===== config.mk =====
export PLATFORM = sky130hd
export DESIGN_NAME = tilt_to_lift_motor_targets
export DESIGN_NICKNAME = d
export VERILOG_FILES = /design/src/design/ttl_pkg.sv /design/src/design/tilt_to_lift_motor_targets.sv /design/src/design/ttl_mul.sv /design/src/design/ttl_sqrt.sv
export SDC_FILE = /design/constraint.sdc
export NUM_CORES = 2
export LEC_CHECK = 0
export BUFFER_PORTS_ARGS = -buffer_cell sky130_fd_sc_hd__buf_2
export CORE_MARGIN = 4
export CORE_UTILIZATION = 60
export DETAILED_ROUTE_END_ITERATION = 7
export PLACE_DENSITY = 0.73
export SLEW_MARGIN = 15
export SYNTH_ARGS = -nofsm -noshare
export SYNTH_HDL_FRONTEND = slang
export SYNTH_HIERARCHICAL = 1
export SYNTH_SLANG_ARGS = --single-unit
export TNS_END_PERCENT = 100

===== constraint.sdc =====
create_clock -name clk -period 32.6 [get_ports clk]
set_input_delay 6.52 -clock clk [delete_from_list [all_inputs] [get_ports clk]]
set_output_delay 6.52 -clock clk [all_outputs]
set_load 0.05 [all_outputs]

===== src/design/ttl_pkg.sv =====
// Shared types, fixed-point constants and helpers for the tilt-to-lift block.
// Used by ttl_mul, ttl_sqrt and tilt_to_lift_motor_targets.
package ttl_pkg;

	localparam int FRAC_BITS = 24;
	localparam int MUL_W     = 32;
	localparam int SQRT_W    = 58;
	localparam int ROOT_W    = SQRT_W / 2;
	localparam int CFG_IDX_W = 3;

	// Register indexes
	localparam logic [CFG_IDX_W-1:0] REG_HEIGHT_MAX      = 3'd0;
	localparam logic [CFG_IDX_W-1:0] REG_HEIGHT_MIN      = 3'd1;
	localparam logic [CFG_IDX_W-1:0] REG_HEIGHT_STEP     = 3'd2;
	localparam logic [CFG_IDX_W-1:0] REG_SILENCE_LIMIT   = 3'd3;
	localparam logic [CFG_IDX_W-1:0] REG_COUNTS_PER_INCH = 3'd4;

	// Register reset values
	localparam logic [15:0] HEIGHT_MAX_RST = 16'd19000;
	localparam logic [15:0] HEIGHT_MIN_RST = 16'd2600;
	localparam logic [11:0] HEIGHT_STEP_RST = 12'd100;
	localparam logic [15:0] SILENCE_RST    = 16'd40;
	localparam logic [15:0] CPI_RST        = 16'd1829;

	// Lift commands
	localparam logic signed [1:0] CMD_LOWER = -2'sd1;
	localparam logic signed [1:0] CMD_RAISE = 2'sd1;

	// Fixed-point constants, 24 fractional bits, truncated
	localparam logic [27:0] C_322   = 28'd54022635;   // 3.22
	localparam logic [32:0] C_BY2   = 33'd4777574400; // 16.875 squared
	localparam logic [28:0] C_REST  = 29'd271520249;  // 16.183868
	localparam logic [24:0] C_ONE   = 25'd16777216;   // 1.0
	localparam logic signed [21:0] N_SAT = 22'sd4096;

	typedef enum logic [3:0] {
		ST_IDLE, ST_N, ST_NSQ, ST_SQ1, ST_SQ1W, ST_T, ST_SQ2, ST_SQ2W, ST_P, ST_OUT
	} st_t;

	typedef struct packed {
		logic busy;
		logic done;
	} sqrt_stat_t;

	// Nut offset then saturate to the 18-bit target range
	function automatic logic signed [17:0] to_target(input logic signed [27:0] s);
		logic signed [27:0] v;
		v = (s > 28'sd0) ? s - 28'sd1 : s;
		if (v > 28'sd131071)
			to_target = 18'sd131071;
		else if (v < -28'sd131072)
			to_target = -18'sd131072;
		else
			to_target = v[17:0];
	endfunction

endpackage


===== src/design/tilt_to_lift_motor_targets.sv =====
// Tilt-to-lift motor targets: one word in, four motor targets out.
// Each axis runs two 29-step roots on the shared root unit plus its sequencer states;
// a saturated tilt skips its first root. The x axis runs first, then the y axis.
// One word at a time: the next word is taken only in ST_IDLE; ST_OUT stalls while full.
// Asynchronous active-low reset restores register defaults, no offset taken.
module tilt_to_lift_motor_targets (
	input  logic        clk,
	input  logic        arst_n,
	input  logic        cfg_we,
	input  logic [ttl_pkg::CFG_IDX_W-1:0] cfg_index,
	input  logic [15:0] cfg_data,
	input  logic        s_tvalid,
	output logic        s_tready,
	input  logic [39:0] s_tdata,  // x_accel[15:0], y_accel[31:16], lift_command[33:32], zeros
	input  logic        s_tuser,  // sample_valid
	output logic        m_tvalid,
	input  logic        m_tready,
	output logic [71:0] m_tdata   // motor_a, motor_b, motor_c, motor_d, 18 bits each
);
	import ttl_pkg::*;

	st_t state_q, state_d;

	logic [15:0] hmax_q, hmin_q, silence_lim_q, cpi_q;
	logic [11:0] hstep_q;
	logic signed [15:0] lx_q, ly_q, ox_q, oy_q;
	logic signed [1:0]  cmd_q;
	logic        started_q;
	logic [15:0] sil_q;
	logic [15:0] height_q;
	logic        zero_q, ax_q, neg1_q;
	logic signed [21:0] n_q;
	logic [24:0] s_q;
	logic signed [28:0] a8_q;
	logic signed [25:0] dx_q, dy_q;
	logic [71:0] out_q;
	logic        out_v_q;

	logic signed [MUL_W-1:0]   mul_a, mul_b;
	logic signed [2*MUL_W-1:0] prod_q;
	logic              sq_start;
	logic [SQRT_W-1:0] sq_rad;
	sqrt_stat_t        sq_stat;
	logic [ROOT_W-1:0] sq_root;

	logic signed [16:0] d_ax;
	logic signed [28:0] t_v;
	logic [26:0]        mag_v;
	logic [29:0]        t2_v;
	logic [32:0]        rad2_v;
	logic [24:0]        rad1_v;
	logic signed [30:0] dyv;
	logic [17:0]        k3;
	logic [63:0]        pmag;
	logic signed [25:0] del_v;
	logic               sat_hi, sat_lo;
	logic signed [27:0] h_ext;
	logic signed [17:0] nh;
	logic [15:0]        nh_c;
	logic [16:0]        sil_n;
	logic               started_n;

	ttl_mul u_mul (.clk(clk), .op_a(mul_a), .op_b(mul_b), .prod_q(prod_q));

	ttl_sqrt u_sqrt (
		.clk(clk), .arst_n(arst_n), .start(sq_start), .radicand(sq_rad),
		.stat(sq_stat), .root(sq_root)
	);

	assign s_tready = (state_q == ST_IDLE);
	assign m_tvalid = out_v_q;
	assign m_tdata  = out_q;

	// Axis datapath terms
	always_comb begin
		d_ax   = ax_q ? (17'(oy_q) - 17'(ly_q)) : (17'(lx_q) - 17'(ox_q));
		sat_hi = (n_q >= N_SAT);
		sat_lo = (n_q <= -N_SAT);
		rad1_v = C_ONE - prod_q[24:0];
		t_v    = $signed({1'b0, C_322}) - $signed({1'b0, s_q, 3'b000});
		mag_v  = t_v[28] ? 27'(-t_v) : t_v[26:0];
		t2_v   = prod_q[53:24];
		rad2_v = C_BY2 - 33'(t2_v);
		dyv    = $signed({2'b00, sq_root}) - 31'(a8_q) - $signed({2'b00, C_REST});
		k3     = {1'b0, cpi_q, 1'b0} + {2'b00, cpi_q};
		pmag   = prod_q[63] ? 64'(-prod_q) : 64'(prod_q);
		del_v  = prod_q[63] ? -$signed({1'b0, pmag[48:24]}) : $signed({1'b0, pmag[48:24]});
		if (neg1_q)
			del_v = -del_v;
		h_ext  = $signed({12'd0, height_q});
	end

	// Height step and clamps, max first
	always_comb begin
		nh = $signed({2'b00, height_q});
		if (cmd_q == CMD_LOWER)
			nh = nh - $signed({6'd0, hstep_q});
		else if (cmd_q == CMD_RAISE)
			nh = nh + $signed({6'd0, hstep_q});
		if (nh > $signed({2'b00, hmax_q}))
			nh = $signed({2'b00, hmax_q});
		if (nh < $signed({2'b00, hmin_q}))
			nh = $signed({2'b00, hmin_q});
		nh_c = nh[15:0];
	end

	// Silence count as it stands after this word
	always_comb begin
		started_n = started_q | s_tuser;
		if (s_tuser)
			sil_n = '0;
		else if (started_q && sil_q != 16'hFFFF)
			sil_n = {1'b0, sil_q} + 17'd1;
		else
			sil_n = {1'b0, sil_q};
	end

	// Sequencer: next state and shared unit operands
	always_comb begin
		state_d  = state_q;
		mul_a    = '0;
		mul_b    = '0;
		sq_start = 1'b0;
		sq_rad   = '0;
		unique case (state_q)
			ST_IDLE: if (s_tvalid) state_d = ST_N;
			ST_N: begin
				mul_a   = MUL_W'(d_ax);
				mul_b   = 32'sd25;
				state_d = ST_NSQ;
			end
			ST_NSQ: begin
				mul_a   = MUL_W'(prod_q[21:0]);
				mul_b   = MUL_W'(prod_q[21:0]);
				mul_a   = $signed({{10{prod_q[21]}}, prod_q[21:0]});
				mul_b   = mul_a;
				state_d = ST_SQ1;
			end
			ST_SQ1: begin
				if (sat_hi || sat_lo) begin
					state_d = ST_T;
				end else begin
					sq_start = 1'b1;
					sq_rad   = {9'd0, rad1_v, 24'd0};
					state_d  = ST_SQ1W;
				end
			end
			ST_SQ1W: if (sq_stat.done) state_d = ST_T;
			ST_T: begin
				mul_a   = $signed({5'd0, mag_v});
				mul_b   = $signed({5'd0, mag_v});
				state_d = ST_SQ2;
			end
			ST_SQ2: begin
				sq_start = 1'b1;
				sq_rad   = {1'b0, rad2_v, 24'd0};
				state_d  = ST_SQ2W;
			end
			ST_SQ2W: begin
				mul_a = $signed({dyv[30], dyv});
				mul_b = $signed({14'd0, k3});
				if (sq_stat.done)
					state_d = ST_P;
			end
			ST_P: state_d = ax_q ? ST_OUT : ST_N;
			ST_OUT: if (!out_v_q || m_tready) state_d = ST_IDLE;
			default: state_d = ST_IDLE;
		endcase
	end

	// Hold state register
	always_ff @(posedge clk or negedge arst_n) begin
		if (!arst_n)
			state_q <= ST_IDLE;
		else
			state_q <= state_d;
	end

	// Configuration writes
	always_ff @(posedge clk or negedge arst_n) begin
		if (!arst_n) begin
			hmax_q        <= HEIGHT_MAX_RST;
			hmin_q        <= HEIGHT_MIN_RST;
			hstep_q       <= HEIGHT_STEP_RST;
			silence_lim_q <= SILENCE_RST;
			cpi_q         <= CPI_RST;
		end else if (cfg_we) begin
			unique case (cfg_index)
				REG_HEIGHT_MAX:      hmax_q        <= cfg_data;
				REG_HEIGHT_MIN:      hmin_q        <= cfg_data;
				REG_HEIGHT_STEP:     hstep_q       <= cfg_data[11:0];
				REG_SILENCE_LIMIT:   silence_lim_q <= cfg_data;
				REG_COUNTS_PER_INCH: cpi_q         <= cfg_data;
				default: ;
			endcase
		end
	end

	// Tick state: stored sample, offset, silence, height, output valid
	always_ff @(posedge clk or negedge arst_n) begin
		if (!arst_n) begin
			lx_q      <= '0;
			ly_q      <= '0;
			ox_q      <= '0;
			oy_q      <= '0;
			cmd_q     <= '0;
			started_q <= 1'b0;
			sil_q     <= '0;
			height_q  <= HEIGHT_MIN_RST;
			zero_q    <= 1'b1;
			ax_q      <= 1'b0;
			out_v_q   <= 1'b0;
		end else begin
			if (state_q == ST_IDLE && s_tvalid) begin
				if (s_tuser) begin
					lx_q  <= $signed(s_tdata[15:0]);
					ly_q  <= $signed(s_tdata[31:16]);
					cmd_q <= $signed(s_tdata[33:32]);
					if (!started_q) begin
						ox_q <= $signed(s_tdata[15:0]);
						oy_q <= $signed(s_tdata[31:16]);
					end
				end
				started_q <= started_n;
				sil_q     <= sil_n[15:0];
				zero_q    <= !started_n || (sil_n[15:0] >= silence_lim_q);
				ax_q      <= 1'b0;
			end
			if (state_q == ST_P)
				ax_q <= 1'b1;
			if (state_q == ST_OUT && (!out_v_q || m_tready)) begin
				out_v_q  <= 1'b1;
				height_q <= nh_c;
			end else if (m_tready) begin
				out_v_q <= 1'b0;
			end
		end
	end

	// Axis working registers and output word
	always_ff @(posedge clk) begin
		if (state_q == ST_NSQ)
			n_q <= prod_q[21:0];
		if (state_q == ST_SQ1) begin
			s_q    <= '0;
			neg1_q <= sat_lo;
			if (sat_hi)
				a8_q <= 29'sd134217728;
			else if (sat_lo)
				a8_q <= -29'sd134217728;
			else
				a8_q <= $signed({n_q[13:0], 15'd0});
		end
		if (state_q == ST_SQ1W && sq_stat.done)
			s_q <= sq_root[24:0];
		if (state_q == ST_P) begin
			if (ax_q)
				dy_q <= del_v;
			else
				dx_q <= del_v;
		end
		if (state_q == ST_OUT && (!out_v_q || m_tready)) begin
			if (zero_q)
				out_q <= '0;
			else
				out_q <= {to_target(h_ext - 28'(dy_q)), to_target(h_ext - 28'(dx_q)),
					to_target(h_ext + 28'(dy_q)), to_target(h_ext + 28'(dx_q))};
		end
	end

endmodule


===== src/design/ttl_mul.sv =====
// Shared signed multiplier with a registered product.
// Depends on ttl_pkg for operand widths.
module ttl_mul (
	input  logic                              clk,
	input  logic signed [ttl_pkg::MUL_W-1:0]  op_a,
	input  logic signed [ttl_pkg::MUL_W-1:0]  op_b,
	output logic signed [2*ttl_pkg::MUL_W-1:0] prod_q
);
	import ttl_pkg::*;

	// Register the product every cycle
	always_ff @(posedge clk) begin
		prod_q <= op_a * op_b;
	end

endmodule


===== src/design/ttl_sqrt.sv =====
// Iterative integer square root, two radicand bits per cycle, floor result.
// Depends on ttl_pkg for widths and the status struct.
module ttl_sqrt (
	input  logic                             clk,
	input  logic                             arst_n,
	input  logic                             start,
	input  logic [ttl_pkg::SQRT_W-1:0]       radicand,
	output ttl_pkg::sqrt_stat_t              stat,
	output logic [ttl_pkg::ROOT_W-1:0]       root
);
	import ttl_pkg::*;

	localparam int CNT_W = $clog2(ROOT_W);
	localparam int REM_W = ROOT_W + 3;

	logic [SQRT_W-1:0] x_q;
	logic [REM_W-1:0]  r_q;
	logic [ROOT_W-1:0] q_q;
	logic [CNT_W-1:0]  cnt_q;
	logic              busy_q, done_q;
	logic [REM_W-1:0]  r_sh, trial;
	logic              ge;

	// One trial subtraction per step
	always_comb begin
		r_sh  = {r_q[REM_W-3:0], x_q[SQRT_W-1 -: 2]};
		trial = {1'b0, q_q, 2'b01};
		ge    = (r_sh >= trial);
	end

	// Control: run for one step per root bit
	always_ff @(posedge clk or negedge arst_n) begin
		if (!arst_n) begin
			busy_q <= 1'b0;
			done_q <= 1'b0;
			cnt_q  <= '0;
		end else begin
			done_q <= 1'b0;
			if (start) begin
				busy_q <= 1'b1;
				cnt_q  <= CNT_W'(ROOT_W - 1);
			end else if (busy_q) begin
				if (cnt_q == '0) begin
					busy_q <= 1'b0;
					done_q <= 1'b1;
				end else begin
					cnt_q <= cnt_q - 1'b1;
				end
			end
		end
	end

	// Datapath: shift in radicand pairs, build root
	always_ff @(posedge clk) begin
		if (start) begin
			x_q <= radicand;
			r_q <= '0;
			q_q <= '0;
		end else if (busy_q) begin
			x_q <= {x_q[SQRT_W-3:0], 2'b00};
			r_q <= ge ? r_sh - trial : r_sh;
			q_q <= {q_q[ROOT_W-2:0], ge};
		end
	end

	assign stat = '{busy: busy_q, done: done_q};
	assign root = q_q;

endmodule

==> impl_metrics.toml <==
[drt]
drtPass1Iterations = 6
ant_nets = 0
drt-initial-drc-count = 5815
wl_um = 212000
via_per_inst = 5.96
vias = 60997
drc = 0
wl_per_cell_um = 20.7

[layout]
drive_above_1_share_pct = 8.19
synthToLayoutAreaGrowth_pct = 5.83
fin_area_um2 = 82100
mostFrequentLayoutCells = "1406 x inv_1, 1092 x fa_1, 852 x nand2_1"
multi_input_area_um2 = 56700
fillers = 10583
final_common_cell = "inv_1"
nets = 10061
ff_latch_area_um2 = 14400
instances_no_fill = 10236

[floorplan]
die_w_um = 368
ios = 139
dieArea_um2 = 135000
die_h_um = 368
initial_core_util_pct = 60.6
core-area_um2 = 128000
std_cell_rows = 131

[sta]
min_period_ns = 12.81
setup_viol = 0
rsz0062_at_grt = "no"
clock-skew-final_ns = 0.0603
finalHoldViolations = 0
worst_slack_ns = 19.79
worst_pin_slew_ns = 1.12
maxSlewViolCount = 0
max_clock_freq_ghz = 0.0781
relSlewSlack_pct = 25.1
finalCritPeriodShare_pct = 39.3
tns_ns = 0

[global_route]
antenna_found_initial = 6
grt.overflow.total = 0
grtUsageTotal_pct = 31.6
grt_max_degree = 122
grt_pass1_wl_um = 342000
first_global_vias = 63021

[place]
gp_congestion = 0.958
portBuffers = 132
place_area_um2 = 79800
numPlacedInstances = 10110
place_worst_setup_slack_ns = 19.98
dp_hpwl_um = 160000

[clock_network]
cts_hold_buffers = 0
clk_pin_slew_ns = 0.06
cts_buffers = 66
cts_resized = 0
cts_sinks = 547
cts_setup_buffers = 0
clock_latency_ns = 0.69
cts_buffer_depth = 3
cts_tree = "done"
root_buffer = "clkbuf_16"
cts-htree-levels = 3

[critical_path]
timing.critical_path.buf_inv = 11
crit_path_end_kind = "flop"
timing.rr.end = "u_mul/prod_q[63]$_DFF_P_"
crit_fanout = 64
crit_path_max_incr_delay_ns = 0.89
path_class = "flop to flop"
path_delay_family = "adder cells"
cp_slowest_cell = "fa_1"
critPathLaunchType = "flop"
crit_arrival_ns = 13.35
reg2reg_setup_slack_ns = 19.79
cp.required_ns = 33.14
r2r_cells = 45
reg2reg_from = "oy_q[0]$_DFFE_PN0P_"

[worst_hold_path]
worstHoldPathCells = 2
hold_class = "flop to flop"
hold_end = "u_sqrt/r_q[28]$_SDFFE_PP0P_"
min-delay-start = "u_sqrt/r_q[28]$_SDFFE_PP0P_"

[job]
drv_cap = 0

[run_status]
outcome = "complete, no violations"

[logic_synthesis]
yosysWarnings = 6
syn_area_um2 = 77600
avgSynthCellArea_um2 = 9.08
synth_cells = 8544
==> worst max-delay path by stage <==
stage                          from                        to  slack (ns)  cells after the start
2_1_floorplan  s_q[1]$_SDFFCE_PN0P_  u_mul/prod_q[63]$_DFF_P_       21.25                     42
3_3_place_gp    oy_q[0]$_DFFE_PN0P_  u_mul/prod_q[63]$_DFF_P_       20.14                     45
3_5_place_dp    oy_q[0]$_DFFE_PN0P_  u_mul/prod_q[63]$_DFF_P_       19.98                     45
4_1_cts         oy_q[0]$_DFFE_PN0P_  u_mul/prod_q[63]$_DFF_P_       19.85                     45
5_1_grt         lx_q[0]$_DFFE_PN0P_  u_mul/prod_q[63]$_DFF_P_       19.05                     45
6_report        oy_q[0]$_DFFE_PN0P_  u_mul/prod_q[63]$_DFF_P_       19.79                     45
==> registers in the layout, summed over array words and instances, names as in the netlist, 25 cells and up <==
register / count
dy_q: 26
u_sqrt/root: 29
s_q: 25
u_sqrt/r_q: 30
dx_q: 26
m_tdata: 72
u_sqrt/x_q: 58
u_mul/prod_q: 55
==> cell type report <==
type	count	share of cell area [%]
Multi-Input combinational cell	6207	69.0
Sequential cell	547	17.5
Inverter	1413	6.46
Tap cell	1729	2.63
Clock buffer	80	2.15
Timing Repair Buffer	214	1.57
Clock inverter	42	0.640
Antenna cell	4	0.0122
==> stage by stage <==
step           hold slack (ns)  util (%)
2_1_floorplan            0.429         -
3_3_place_gp             0.448      62.3
3_5_place_dp             0.451      62.3
4_1_cts                  0.465      64.1
5_1_grt                  0.505      64.1
6_report                 0.459      64.1
==> tightest hold or removal path, delay by kind of cell, from the launching register on <==
kind	cells	cell delay (ns)
simple gates	1	0.05
compound gates	1	0.05
flops	1	0.33
==> per-layer routing <==
metal  GRT usage, %  share of wire, %
met5              0                 0
met4           12.4               4.2
met3           4.27               7.7
met2           51.4                46
met1           43.2                42
Power is left out: the tool's default activity adds up to more than one toggle a clock period on the data nets, which glitch-free logic cannot reach.
